### config.mk
export PLATFORM = sky130hd
export DESIGN_NAME = panel_pixel_pack_addresser_top
export DESIGN_NICKNAME = d
export VERILOG_FILES = /design/src/rtl/ppa_pkg.sv /design/src/rtl/panel_pixel_pack_addresser_top.sv /design/src/rtl/ppa_addr_calc.sv
export VERILOG_INCLUDE_DIRS = /design/src /design/src/rtl
export SDC_FILE = /design/constraint.sdc
export NUM_CORES = 1
export LEC_CHECK = 0
export ABC_AREA = 1
export BUFFER_PORTS_ARGS = -buffer_cell sky130_fd_sc_hd__buf_2
export CORE_UTILIZATION = 35
export DETAILED_ROUTE_END_ITERATION = 8
export HOLD_SLACK_MARGIN = 0.12
export RECOVER_POWER = 100
export SLEW_MARGIN = 20
export SYNTH_ARGS = -nofsm -noshare
export SYNTH_HDL_FRONTEND = slang
export SYNTH_SLANG_ARGS = --single-unit
export TNS_END_PERCENT = 100
### constraint.sdc
create_clock -name i_clk -period 8.31 [get_ports i_clk]
set_input_delay 0.831 -clock i_clk [delete_from_list [all_inputs] [get_ports i_clk]]
set_output_delay 0.831 -clock i_clk [all_outputs]
set_load 0.05 [all_outputs]
### src/rtl/panel_pixel_pack_addresser_top_assert.svh
// ----------------------------------------------------------------------------
// Pixel pack addresser assertion macros
// Shared assertion forms, clocked on i_clk and disabled in reset.
// ----------------------------------------------------------------------------
`ifndef PANEL_PIXEL_PACK_ADDRESSER_TOP_ASSERT_SVH
`define PANEL_PIXEL_PACK_ADDRESSER_TOP_ASSERT_SVH

// Same-cycle implication.
`define PPA_ASSERT_NOW(label, ante, cons) \
    label: assert property (@(posedge i_clk) disable iff (!i_rst_n) (ante) |-> (cons)) \
        else $error("pixel pack addresser assertion failed");

// Next-cycle implication.
`define PPA_ASSERT_NEXT(label, ante, cons) \
    label: assert property (@(posedge i_clk) disable iff (!i_rst_n) (ante) |=> (cons)) \
        else $error("pixel pack addresser assertion failed");

`endif

### src/rtl/ppa_pkg.sv
// ----------------------------------------------------------------------------
// Pixel pack addresser package
// Widths, register indexes, mode codes and the inter-stage record.
// ----------------------------------------------------------------------------
package ppa_pkg;

    localparam int unsigned SIDE_W     = 13;  // width / height registers
    localparam int unsigned COORD_W    = 14;  // origin plus pixel, signed
    localparam int unsigned CALC_W     = 16;  // signed working width
    localparam int unsigned PIX_W      = 12;
    localparam int unsigned COLOUR_W   = 4;
    localparam int unsigned ADDR_W     = 23;
    localparam int unsigned BYTE_W     = 8;
    localparam int unsigned PITCH_W    = 12;
    localparam int unsigned SUB_W      = 3;
    localparam int unsigned CFG_IDX_W  = 3;
    localparam int unsigned CFG_DATA_W = 13;
    localparam int unsigned MAX_SIDE_DEF = 4096;

    // Register indexes
    localparam logic [CFG_IDX_W-1:0] REG_MODE     = 3'd0;
    localparam logic [CFG_IDX_W-1:0] REG_WIDTH    = 3'd1;
    localparam logic [CFG_IDX_W-1:0] REG_HEIGHT   = 3'd2;
    localparam logic [CFG_IDX_W-1:0] REG_ORIGIN_X = 3'd3;
    localparam logic [CFG_IDX_W-1:0] REG_ORIGIN_Y = 3'd4;
    localparam logic [CFG_IDX_W-1:0] REG_ROTATION = 3'd5;

    // Panel modes
    localparam logic [1:0] MODE_FLIP    = 2'd0;
    localparam logic [1:0] MODE_QUARTER = 2'd1;
    localparam logic [1:0] MODE_PLANES  = 2'd2;

    // Rotations (bitplane mode)
    localparam logic [1:0] ROT_0   = 2'd0;
    localparam logic [1:0] ROT_90  = 2'd1;
    localparam logic [1:0] ROT_180 = 2'd2;

    // Reset values
    localparam logic [SIDE_W-1:0] RST_WIDTH  = 13'd600;
    localparam logic [SIDE_W-1:0] RST_HEIGHT = 13'd448;

    // Colour codes in bitplane mode
    localparam logic [COLOUR_W-1:0] COLOUR_BLACK = 4'd1;
    localparam logic [COLOUR_W-1:0] COLOUR_RED   = 4'd2;

    // Byte masks
    localparam logic [BYTE_W-1:0] MASK_HI  = 8'hF0;
    localparam logic [BYTE_W-1:0] MASK_LO  = 8'h0F;
    localparam logic [BYTE_W-1:0] MASK_MSB = 8'h80;

    // Mapped pixel, handed from the mapping stage to the address stages
    typedef struct packed {
        logic                valid;
        logic                planes;
        logic [SIDE_W-1:0]   py;
        logic [PITCH_W-1:0]  pitch;
        logic [PITCH_W-1:0]  col;
        logic [SUB_W-1:0]    sub;
        logic [COLOUR_W-1:0] colour;
    } t_map;

endpackage

### src/rtl/panel_pixel_pack_addresser_top.sv
// Throughput: one pixel per clock; o_busy stays low, so start is never refused.
// Four register stages: origin add, bounds/mapping, row multiply, column add.
// Reset (synchronous, active low) empties the pipeline and loads the register
// defaults: mode 0, 600 x 448, origin 0, rotation 0.
// Out-of-range pixels and mode 3 drop out at the mapping stage with no strobe.
// ----------------------------------------------------------------------------
// Panel pixel pack addresser
// Maps a pixel through origin, bounds and panel mode to a masked byte write.
// ----------------------------------------------------------------------------
`include "panel_pixel_pack_addresser_top_assert.svh"

module panel_pixel_pack_addresser_top #(
    parameter int unsigned MAX_SIDE = ppa_pkg::MAX_SIDE_DEF
) (
    input  logic                                i_clk,
    input  logic                                i_rst_n,
    // pixel command
    input  logic                                i_start,
    output logic                                o_busy,
    input  logic [ppa_pkg::PIX_W-1:0]           i_pixel_x,
    input  logic [ppa_pkg::PIX_W-1:0]           i_pixel_y,
    input  logic [ppa_pkg::COLOUR_W-1:0]        i_colour,
    // register write port
    input  logic                                i_cfg_we,
    input  logic [ppa_pkg::CFG_IDX_W-1:0]       i_cfg_index,
    input  logic [ppa_pkg::CFG_DATA_W-1:0]      i_cfg_data,
    // result, one strobe per transfer
    output logic                                o_valid,
    output logic [ppa_pkg::ADDR_W-1:0]          o_byte_address,
    output logic [ppa_pkg::BYTE_W-1:0]          o_bit_mask,
    output logic [ppa_pkg::BYTE_W-1:0]          o_plane0_data,
    output logic                                o_plane1_write,
    output logic [ppa_pkg::BYTE_W-1:0]          o_plane1_data
);

    // Compare width wide enough for both the register and the clamp limit
    localparam int unsigned LIM_W = ($clog2(MAX_SIDE + 1) > ppa_pkg::SIDE_W) ?
                                    $clog2(MAX_SIDE + 1) : ppa_pkg::SIDE_W;
    localparam logic [LIM_W-1:0] SIDE_LIM = LIM_W'(MAX_SIDE);
    localparam int unsigned CW = ppa_pkg::CALC_W;
    localparam logic signed [CW-1:0] ONE = CW'(1);

    // ------------------------------------------------------------------
    // Configuration registers
    // ------------------------------------------------------------------
    logic [1:0]                          r_mode;
    logic [ppa_pkg::SIDE_W-1:0]          r_width;
    logic [ppa_pkg::SIDE_W-1:0]          r_height;
    logic signed [ppa_pkg::SIDE_W-1:0]   r_origin_x;
    logic signed [ppa_pkg::SIDE_W-1:0]   r_origin_y;
    logic [1:0]                          r_rotation;

    always_ff @(posedge i_clk) begin
        if (!i_rst_n) begin
            r_mode     <= ppa_pkg::MODE_FLIP;
            r_width    <= ppa_pkg::RST_WIDTH;
            r_height   <= ppa_pkg::RST_HEIGHT;
            r_origin_x <= '0;
            r_origin_y <= '0;
            r_rotation <= ppa_pkg::ROT_0;
        end else if (i_cfg_we) begin
            unique case (i_cfg_index)
                ppa_pkg::REG_MODE:     r_mode     <= i_cfg_data[1:0];
                ppa_pkg::REG_WIDTH:    r_width    <= i_cfg_data;
                ppa_pkg::REG_HEIGHT:   r_height   <= i_cfg_data;
                ppa_pkg::REG_ORIGIN_X: r_origin_x <= $signed(i_cfg_data);
                ppa_pkg::REG_ORIGIN_Y: r_origin_y <= $signed(i_cfg_data);
                ppa_pkg::REG_ROTATION: r_rotation <= i_cfg_data[1:0];
                default: ;  // unknown index: write dropped
            endcase
        end
    end

    // Oversize sides are clamped to the panel limit
    logic [ppa_pkg::SIDE_W-1:0] w_eff;
    logic [ppa_pkg::SIDE_W-1:0] h_eff;

    assign w_eff = (LIM_W'(r_width) > SIDE_LIM) ? ppa_pkg::SIDE_W'(MAX_SIDE) : r_width;
    assign h_eff = (LIM_W'(r_height) > SIDE_LIM) ? ppa_pkg::SIDE_W'(MAX_SIDE) : r_height;

    // The pipeline never stalls: the receiver cannot refuse a transfer.
    assign o_busy = 1'b0;

    // ------------------------------------------------------------------
    // Stage 1: logical position = origin + pixel
    // ------------------------------------------------------------------
    logic                                 r_s1_vld;
    logic signed [ppa_pkg::COORD_W-1:0]   r_s1_lx;
    logic signed [ppa_pkg::COORD_W-1:0]   r_s1_ly;
    logic [ppa_pkg::COLOUR_W-1:0]         r_s1_colour;

    always_ff @(posedge i_clk) begin
        if (!i_rst_n) begin
            r_s1_vld <= 1'b0;
        end else begin
            r_s1_vld <= i_start && !o_busy;
        end
        r_s1_lx     <= ppa_pkg::COORD_W'(r_origin_x) + $signed({2'b00, i_pixel_x});
        r_s1_ly     <= ppa_pkg::COORD_W'(r_origin_y) + $signed({2'b00, i_pixel_y});
        r_s1_colour <= i_colour;
    end

    // ------------------------------------------------------------------
    // Stage 2: bounds check and physical mapping
    // ------------------------------------------------------------------
    logic signed [CW-1:0] lx;
    logic signed [CW-1:0] ly;
    logic signed [CW-1:0] ws;
    logic signed [CW-1:0] hs;
    logic signed [CW-1:0] lw;
    logic signed [CW-1:0] lh;
    logic signed [CW-1:0] px;
    logic signed [CW-1:0] py;
    logic                 in_range;
    logic                 planes;
    logic [ppa_pkg::SIDE_W-1:0] px_u;
    ppa_pkg::t_map        n_s2;
    ppa_pkg::t_map        r_s2;

    assign lx = CW'(r_s1_lx);
    assign ly = CW'(r_s1_ly);
    assign ws = $signed({{(CW-ppa_pkg::SIDE_W){1'b0}}, w_eff});
    assign hs = $signed({{(CW-ppa_pkg::SIDE_W){1'b0}}, h_eff});
    // bitplane mode swaps the logical sides on odd rotations
    assign lw = r_rotation[0] ? hs : ws;
    assign lh = r_rotation[0] ? ws : hs;

    always_comb begin
        px       = '0;
        py       = '0;
        in_range = 1'b0;
        planes   = 1'b0;
        unique case (r_mode)
            ppa_pkg::MODE_FLIP: begin
                px       = ws - ONE - lx;
                py       = hs - ONE - ly;
                in_range = (lx >= 0) && (ly >= 0) && (lx < ws) && (ly < hs);
            end
            ppa_pkg::MODE_QUARTER: begin
                px       = ly;
                py       = ws - ONE - lx;
                in_range = (px >= 0) && (px < ws) && (py >= 0) && (py < hs);
            end
            ppa_pkg::MODE_PLANES: begin
                planes   = 1'b1;
                in_range = (lx >= 0) && (ly >= 0) && (lx < lw) && (ly < lh);
                unique case (r_rotation)
                    ppa_pkg::ROT_0: begin
                        px = lw - ONE - lx;
                        py = lh - ONE - ly;
                    end
                    ppa_pkg::ROT_90: begin
                        px = lh - ONE - ly;
                        py = lx;
                    end
                    ppa_pkg::ROT_180: begin
                        px = lx;
                        py = ly;
                    end
                    default: begin
                        px = ly;
                        py = lw - ONE - lx;
                    end
                endcase
            end
            default: ;  // mode 3: nothing is written
        endcase
    end

    // In range, px and py both sit below 2^13, so the low bits are exact.
    assign px_u = px[ppa_pkg::SIDE_W-1:0];

    always_comb begin
        n_s2.valid  = r_s1_vld && in_range;
        n_s2.planes = planes;
        n_s2.py     = py[ppa_pkg::SIDE_W-1:0];
        n_s2.colour = r_s1_colour;
        if (planes) begin
            n_s2.pitch = ppa_pkg::PITCH_W'(w_eff >> 3);
            n_s2.col   = ppa_pkg::PITCH_W'(px_u >> 3);
            n_s2.sub   = px_u[2:0];
        end else begin
            n_s2.pitch = ppa_pkg::PITCH_W'(w_eff >> 1);
            n_s2.col   = ppa_pkg::PITCH_W'(px_u >> 1);
            n_s2.sub   = {{(ppa_pkg::SUB_W-1){1'b0}}, px_u[0]};
        end
    end

    always_ff @(posedge i_clk) begin
        if (!i_rst_n) begin
            r_s2.valid <= 1'b0;
        end else begin
            r_s2.valid <= n_s2.valid;
        end
        r_s2.planes <= n_s2.planes;
        r_s2.py     <= n_s2.py;
        r_s2.pitch  <= n_s2.pitch;
        r_s2.col    <= n_s2.col;
        r_s2.sub    <= n_s2.sub;
        r_s2.colour <= n_s2.colour;
    end

    // ------------------------------------------------------------------
    // Stages 3 and 4: row multiply, column add, mask and data
    // ------------------------------------------------------------------
    ppa_addr_calc u_addr_calc (
        .i_clk          (i_clk),
        .i_rst_n        (i_rst_n),
        .i_map          (r_s2),
        .o_valid        (o_valid),
        .o_byte_address (o_byte_address),
        .o_bit_mask     (o_bit_mask),
        .o_plane0_data  (o_plane0_data),
        .o_plane1_write (o_plane1_write),
        .o_plane1_data  (o_plane1_data)
    );

    // ------------------------------------------------------------------
    // Assertions
    // ------------------------------------------------------------------
    // a strobe only ever follows an accepted pixel, carried through the register stages
    `PPA_ASSERT_NOW(a_strobe_has_cause, o_valid, $past(i_start, 4))
    // second plane written only in bitplane mode
    `PPA_ASSERT_NOW(a_p1w_mode, o_valid && o_plane1_write, r_mode == ppa_pkg::MODE_PLANES)
    // nibble writes leave the second plane alone and use a half-byte mask
    `PPA_ASSERT_NOW(a_nibble_mask, o_valid && !o_plane1_write,
        (o_plane1_data == '0) &&
        ((o_bit_mask == ppa_pkg::MASK_HI) || (o_bit_mask == ppa_pkg::MASK_LO)))
    // bitplane writes hit one bit, data inside the mask
    `PPA_ASSERT_NOW(a_plane_mask, o_valid && o_plane1_write,
        $onehot(o_bit_mask) && ((o_plane0_data & ~o_bit_mask) == '0) &&
        ((o_plane1_data & ~o_bit_mask) == '0))
    // a mapped pixel reaches the output through the stage 3 and output registers
    `PPA_ASSERT_NEXT(a_s2_to_s3, r_s2.valid, ##1 o_valid)

endmodule

### src/rtl/ppa_addr_calc.sv
// ----------------------------------------------------------------------------
// Pixel pack address calculation
// Row multiply and mask/data formation, then column add; two stages.
// ----------------------------------------------------------------------------
module ppa_addr_calc (
    input  logic                                i_clk,
    input  logic                                i_rst_n,
    input  ppa_pkg::t_map                       i_map,
    output logic                                o_valid,
    output logic [ppa_pkg::ADDR_W-1:0]          o_byte_address,
    output logic [ppa_pkg::BYTE_W-1:0]          o_bit_mask,
    output logic [ppa_pkg::BYTE_W-1:0]          o_plane0_data,
    output logic                                o_plane1_write,
    output logic [ppa_pkg::BYTE_W-1:0]          o_plane1_data
);

    localparam int unsigned PROD_W = ppa_pkg::SIDE_W + ppa_pkg::PITCH_W;

    // Stage 3: row product and byte formation
    logic                          r_s3_vld;
    logic [ppa_pkg::ADDR_W-1:0]    r_s3_row;
    logic [ppa_pkg::PITCH_W-1:0]   r_s3_col;
    logic [ppa_pkg::BYTE_W-1:0]    r_s3_mask;
    logic [ppa_pkg::BYTE_W-1:0]    r_s3_d0;
    logic [ppa_pkg::BYTE_W-1:0]    r_s3_d1;
    logic                          r_s3_p1w;

    logic [PROD_W-1:0]             n_prod;
    logic [ppa_pkg::BYTE_W-1:0]    n_mask;
    logic [ppa_pkg::BYTE_W-1:0]    n_d0;
    logic [ppa_pkg::BYTE_W-1:0]    n_d1;

    // Output stage
    logic                          r_out_vld;
    logic [ppa_pkg::ADDR_W-1:0]    r_out_addr;
    logic [ppa_pkg::BYTE_W-1:0]    r_out_mask;
    logic [ppa_pkg::BYTE_W-1:0]    r_out_d0;
    logic [ppa_pkg::BYTE_W-1:0]    r_out_d1;
    logic                          r_out_p1w;

    assign n_prod = PROD_W'(i_map.py) * PROD_W'(i_map.pitch);

    always_comb begin
        if (i_map.planes) begin
            n_mask = ppa_pkg::MASK_MSB >> i_map.sub;
            n_d0   = (i_map.colour == ppa_pkg::COLOUR_BLACK) ? '0 : n_mask;
            n_d1   = (i_map.colour >= ppa_pkg::COLOUR_RED) ? '0 : n_mask;
        end else if (i_map.sub[0]) begin
            n_mask = ppa_pkg::MASK_LO;
            n_d0   = {{(ppa_pkg::BYTE_W-ppa_pkg::COLOUR_W){1'b0}}, i_map.colour};
            n_d1   = '0;
        end else begin
            n_mask = ppa_pkg::MASK_HI;
            n_d0   = {i_map.colour, {(ppa_pkg::BYTE_W-ppa_pkg::COLOUR_W){1'b0}}};
            n_d1   = '0;
        end
    end

    always_ff @(posedge i_clk) begin
        if (!i_rst_n) begin
            r_s3_vld  <= 1'b0;
            r_out_vld <= 1'b0;
        end else begin
            r_s3_vld  <= i_map.valid;
            r_out_vld <= r_s3_vld;
        end
        r_s3_row   <= n_prod[ppa_pkg::ADDR_W-1:0];   // modulo 2^23
        r_s3_col   <= i_map.col;
        r_s3_mask  <= n_mask;
        r_s3_d0    <= n_d0;
        r_s3_d1    <= n_d1;
        r_s3_p1w   <= i_map.planes;
        r_out_addr <= r_s3_row + ppa_pkg::ADDR_W'(r_s3_col);
        r_out_mask <= r_s3_mask;
        r_out_d0   <= r_s3_d0;
        r_out_d1   <= r_s3_d1;
        r_out_p1w  <= r_s3_p1w;
    end

    assign o_valid        = r_out_vld;
    assign o_byte_address = r_out_addr;
    assign o_bit_mask     = r_out_mask;
    assign o_plane0_data  = r_out_d0;
    assign o_plane1_write = r_out_p1w;
    assign o_plane1_data  = r_out_d1;

endmodule

==> run_results.csv <==
group,metric,value,unit
setup_path,worstSetupPathType,"reg2reg",
die,die-area,54730,sq um
setup_path,path_max_fanout,41,
setup_path,r2r_end,"r_s2[8]",
clock_network,clock_sinks,245,
drt,drc_errors,0,
setup_path,arrival,5.80,ns
synthesis,synth-seq-cells,245,
drt,ant_nets,0,
synthesis,yosysTopAreaCellShare,26.05,%
setup_path,critPathCaptureType,"register",
sta,skew,0.04817,ns
final_layout,diodes,0,
sta,layout_worst_path_cycle_share,64.92,%
drt,totalWireLength,58.20,mm
clock_network,cts_buffer_depth,3,
die,die_h,233.9,microns
global_route,gr-total-overflow,0,
synthesis,synthFlopType,"dfxtp_1",
die,ios,98,
status,violations,"capacitance limit, slew limit",
synthesis,syn-cell-area,18830,sq um
pwr,switching_share,47.85,%
synthesis,syn_nets,2866,
die,fp-row-count,84,
sta,hold_violations,0,
setup_path,critPathRequiredTime,8.71,ns
synthesis,synthArstFlopShare,0,%
worst_hold_path,hp-class,"reg2reg",
worst_hold_path,hold_depth,0,
pwr,vdd_drop_max,362.9,uV
global_route,grt.total_usage,21.44,%
setup_path,r2r-start,"r_rotation[0]",
pwr,comb_power_share,60.0,%
clock_network,holdBufCountCts,0,
setup_path,r2r_setup_slack,2.92,ns
synthesis,yosysSeqAreaShare,26.05,%
placement,place_ws,3.342,ns
final_layout,layout.cells.non_filler,3274,
pwr,leakagePower,10.73,nW
die,die_w,233.9,microns
placement,dp.cells,3220,
job,maxCapViolCount,3,
final_layout,drive_gt1_share,5.878,%
die,start_util,35.61,%
synthesis,yosysUniqueCellTypes,57,
setup_path,critPathLaunch,"r_rotation[0]",
die,core_area,52870,sq um
sta,layout_min_cycle_time,5.395,ns
pwr,power_frac_seq,22.5,%
sta,setup_violations,0,
final_layout,nets,2938,
global_route,use_met1,27.40,%
sta,worst_slack,2.915,ns
drt,drtPass1Iterations,7,
synthesis,yosysMostFrequentCell,"nand2_1",
pwr,clkPwrFrac,17.5,%
final_layout,syn_to_final_growth,10.96,%
setup_path,crit_end,"r_s2[8]",
clock_network,htreeDepth,1,
drt,viasPerCell,5.045,
sta,fmax,0.1854,GHz
global_route,grt_pass1_wl,90.48,mm
setup_path,worst_r2r_path_depth,14,
final_layout,num-fill-cells,5562,
global_route,grt.busiest_layer,"met2",
placement,hpwl,47.22,mm
synthesis,synth_common_cells,"nand2_1, inv_1, dfxtp_1, ha_1, nor2_1",
synthesis,syn_avg_cell_area,7.558,sq um
synthesis,netlist.top_cell.by_area,"dfxtp_1",
clock_network,cts_made_buffers,29,
clock_network,cts_resized,0,
sta,rsz0062_at_grt,"no",
clock_network,clk_pin_slew,0.06,ns
clock_network,clock_latency,0.60,ns
pwr,p_sw,0.003576,W
synthesis,yosysWarnings,0,
drt,wl_per_cell,17.78,microns
clock_network,postCtsSetupRepairBufs,0,
clock_network,root_buffer,"clkbuf_16",
global_route,grt_use_met2,36.23,%
clock_network,cts_tree,"yes",
global_route,antenna_found_initial,1,
global_route,grt_max_degree,61,
sta,drv_slew,136,
synthesis,synth_area_leaders,"dfxtp_1, ha_1, fa_1",
placement,place_congestion,1.001,
synthesis,syn_inst,2491,
worst_hold_path,worstHoldStart,"r_s2[17]",
sta,max_slew_margin,-44.04,%
pwr,p_int,0.003897,W
global_route,first_global_vias,16271,
sta,tightest_slew,2.161,ns
sta,final.setup.tns,0,ns
setup_path,startpoint_type,"register",
drt,vias,16518,
synthesis,synth_edf_count,0,
pwr,pwr_density_cell,357.7,nW/um^2
placement,numPortBuffers,96,
global_route,gr-usage-met3,2.554,%
status,status,"finished, violations left",
drt,drtIter0Drc,1163,
per-stage QoR:
step                      cell area [sq um]  hold WS, ns  total power, W  utilization, %
after floorplan                       18830       0.3096        0.005121               -
after global placement                19990       0.3103        0.006117           37.80
after detailed placement              19990       0.3121        0.006185           37.80
after CTS                             20990       0.2900        0.007537           39.70
after global routing                  20890       0.3208        0.008188           39.52
final                                 20890       0.3216        0.007474           39.52
worst max-delay path, stage by stage, from the launching register on:
cell,delay (ns)
dfxtp_1,0.32
clkbuf_1,1.44
inv_1,0.17
clkbuf_1,0.70
o22ai_1,0.32
ha_1,0.25
inv_1,0.07
fa_1,0.47
xnor2_1,0.27
nand2_1,0.08
o2111ai_1,0.12
o211ai_1,0.24
o21ai_0,0.22
a21oi_1,0.08
o21ai_0,0.42
state kept, by name (all words and copies together) (netlist names):
name / cells
u_addr_calc.o_byte_address: 23
r_width: 13
r_height: 13
r_mode: 2
u_addr_calc.r_s3_p1w: 1
r_s1_vld: 1
u_addr_calc.o_plane1_data: 8
u_addr_calc.o_plane1_write: 1
u_addr_calc.r_s3_col: 12
r_origin_y: 13
u_addr_calc.o_bit_mask: 8
u_addr_calc.r_s3_mask: 8
u_addr_calc.r_s3_row: 23
r_origin_x: 13
u_addr_calc.o_valid: 1
u_addr_calc.o_plane0_data: 8
r_s1_colour: 4
r_s1_ly: 14
r_rotation: 2
r_s1_lx: 14
u_addr_calc.r_s3_d1: 8
u_addr_calc.r_s3_vld: 1
u_addr_calc.r_s3_d0: 8
r_s2: 46
power groups by stage:
stage | sequential [W] | clock (W) | combinational, W
after floorplan | 0.00182 | 0 | 0.00330
after global placement | 0.00169 | 0 | 0.00443
after detailed placement | 0.00170 | 0 | 0.00448
after CTS | 0.00168 | 0.00135 | 0.00451
after global routing | 0.00171 | 0.00139 | 0.00509
final | 0.00168 | 0.00131 | 0.00449
layout make-up:
| cell class | count | area (sq um) | area share, % |
|---|---|---|---|
| clock buffer | 37 | 815.8 | 3.905 |
| inverter | 427 | 1615 | 7.731 |
| clock inverter | 17 | 188.9 | 0.9043 |
| timing repair buffer | 106 | 481.7 | 2.306 |
| multi-input combinational | 1754 | 12030 | 57.56 |
| sequential | 245 | 4905 | 23.48 |
| tap | 688 | 860.8 | 4.120 |
how the worst min path moves through the flow:
stage / end
after floorplan: r_s2[0]
after global placement: u_addr_calc.o_plane0_data[6]
after detailed placement: u_addr_calc.o_plane1_data[3]
after CTS: r_s1_colour[1]
after global routing: r_s1_colour[1]
final: u_addr_calc.r_s3_col[10]
cells in the final DEF, fill, tap and decap left out, types with 3 or more instances in the layout:
cell	n
dfxtp_1	245
a21oi_1	163
inv_6	4
nand4_1	28
o2111ai_1	6
o211ai_1	16
a21o_1	12
or2_2	3
clkbuf_1	55
o21ai_1	8
o22ai_1	13
nor2_4	4
fa_1	116
o21bai_1	9
xnor2_1	29
nor2_1	164
clkinvlp_4	5
clkbuf_8	6
nand3b_1	7
nor2_2	5
o221ai_1	9
nand2_2	10
ha_1	211
nand2_4	3
nor3_1	12
clkinv_2	4
nand2_1	554
o21ai_0	167
inv_2	8
buf_2	46
nand3_1	95
a31oi_1	9
clkbuf_16	29
a211oi_1	3
inv_1	416
buf_4	7
xor2_1	68
routing by layer:
layer | vias up | wire length [microns]
met4 | 0 | 2802
met5 | - | 0
li1 | 8082 | -
met2 | 530 | 26730
met1 | 7769 | 25290
met3 | 137 | 3374
kinds of logic after synthesis:
logic type	count (synthesis)	synth area share [%]
flip-flops	245	26.05
AND/OR/NAND/NOR	899	20.20
AO/OA/AOI/OAI	428	12.69
adder cells (fa/ha/maj)	327	26.36
buffers and inverters	492	9.968
XOR/XNOR	99	4.725
other	1	0.01992
(Power assumes the default switching activity.)
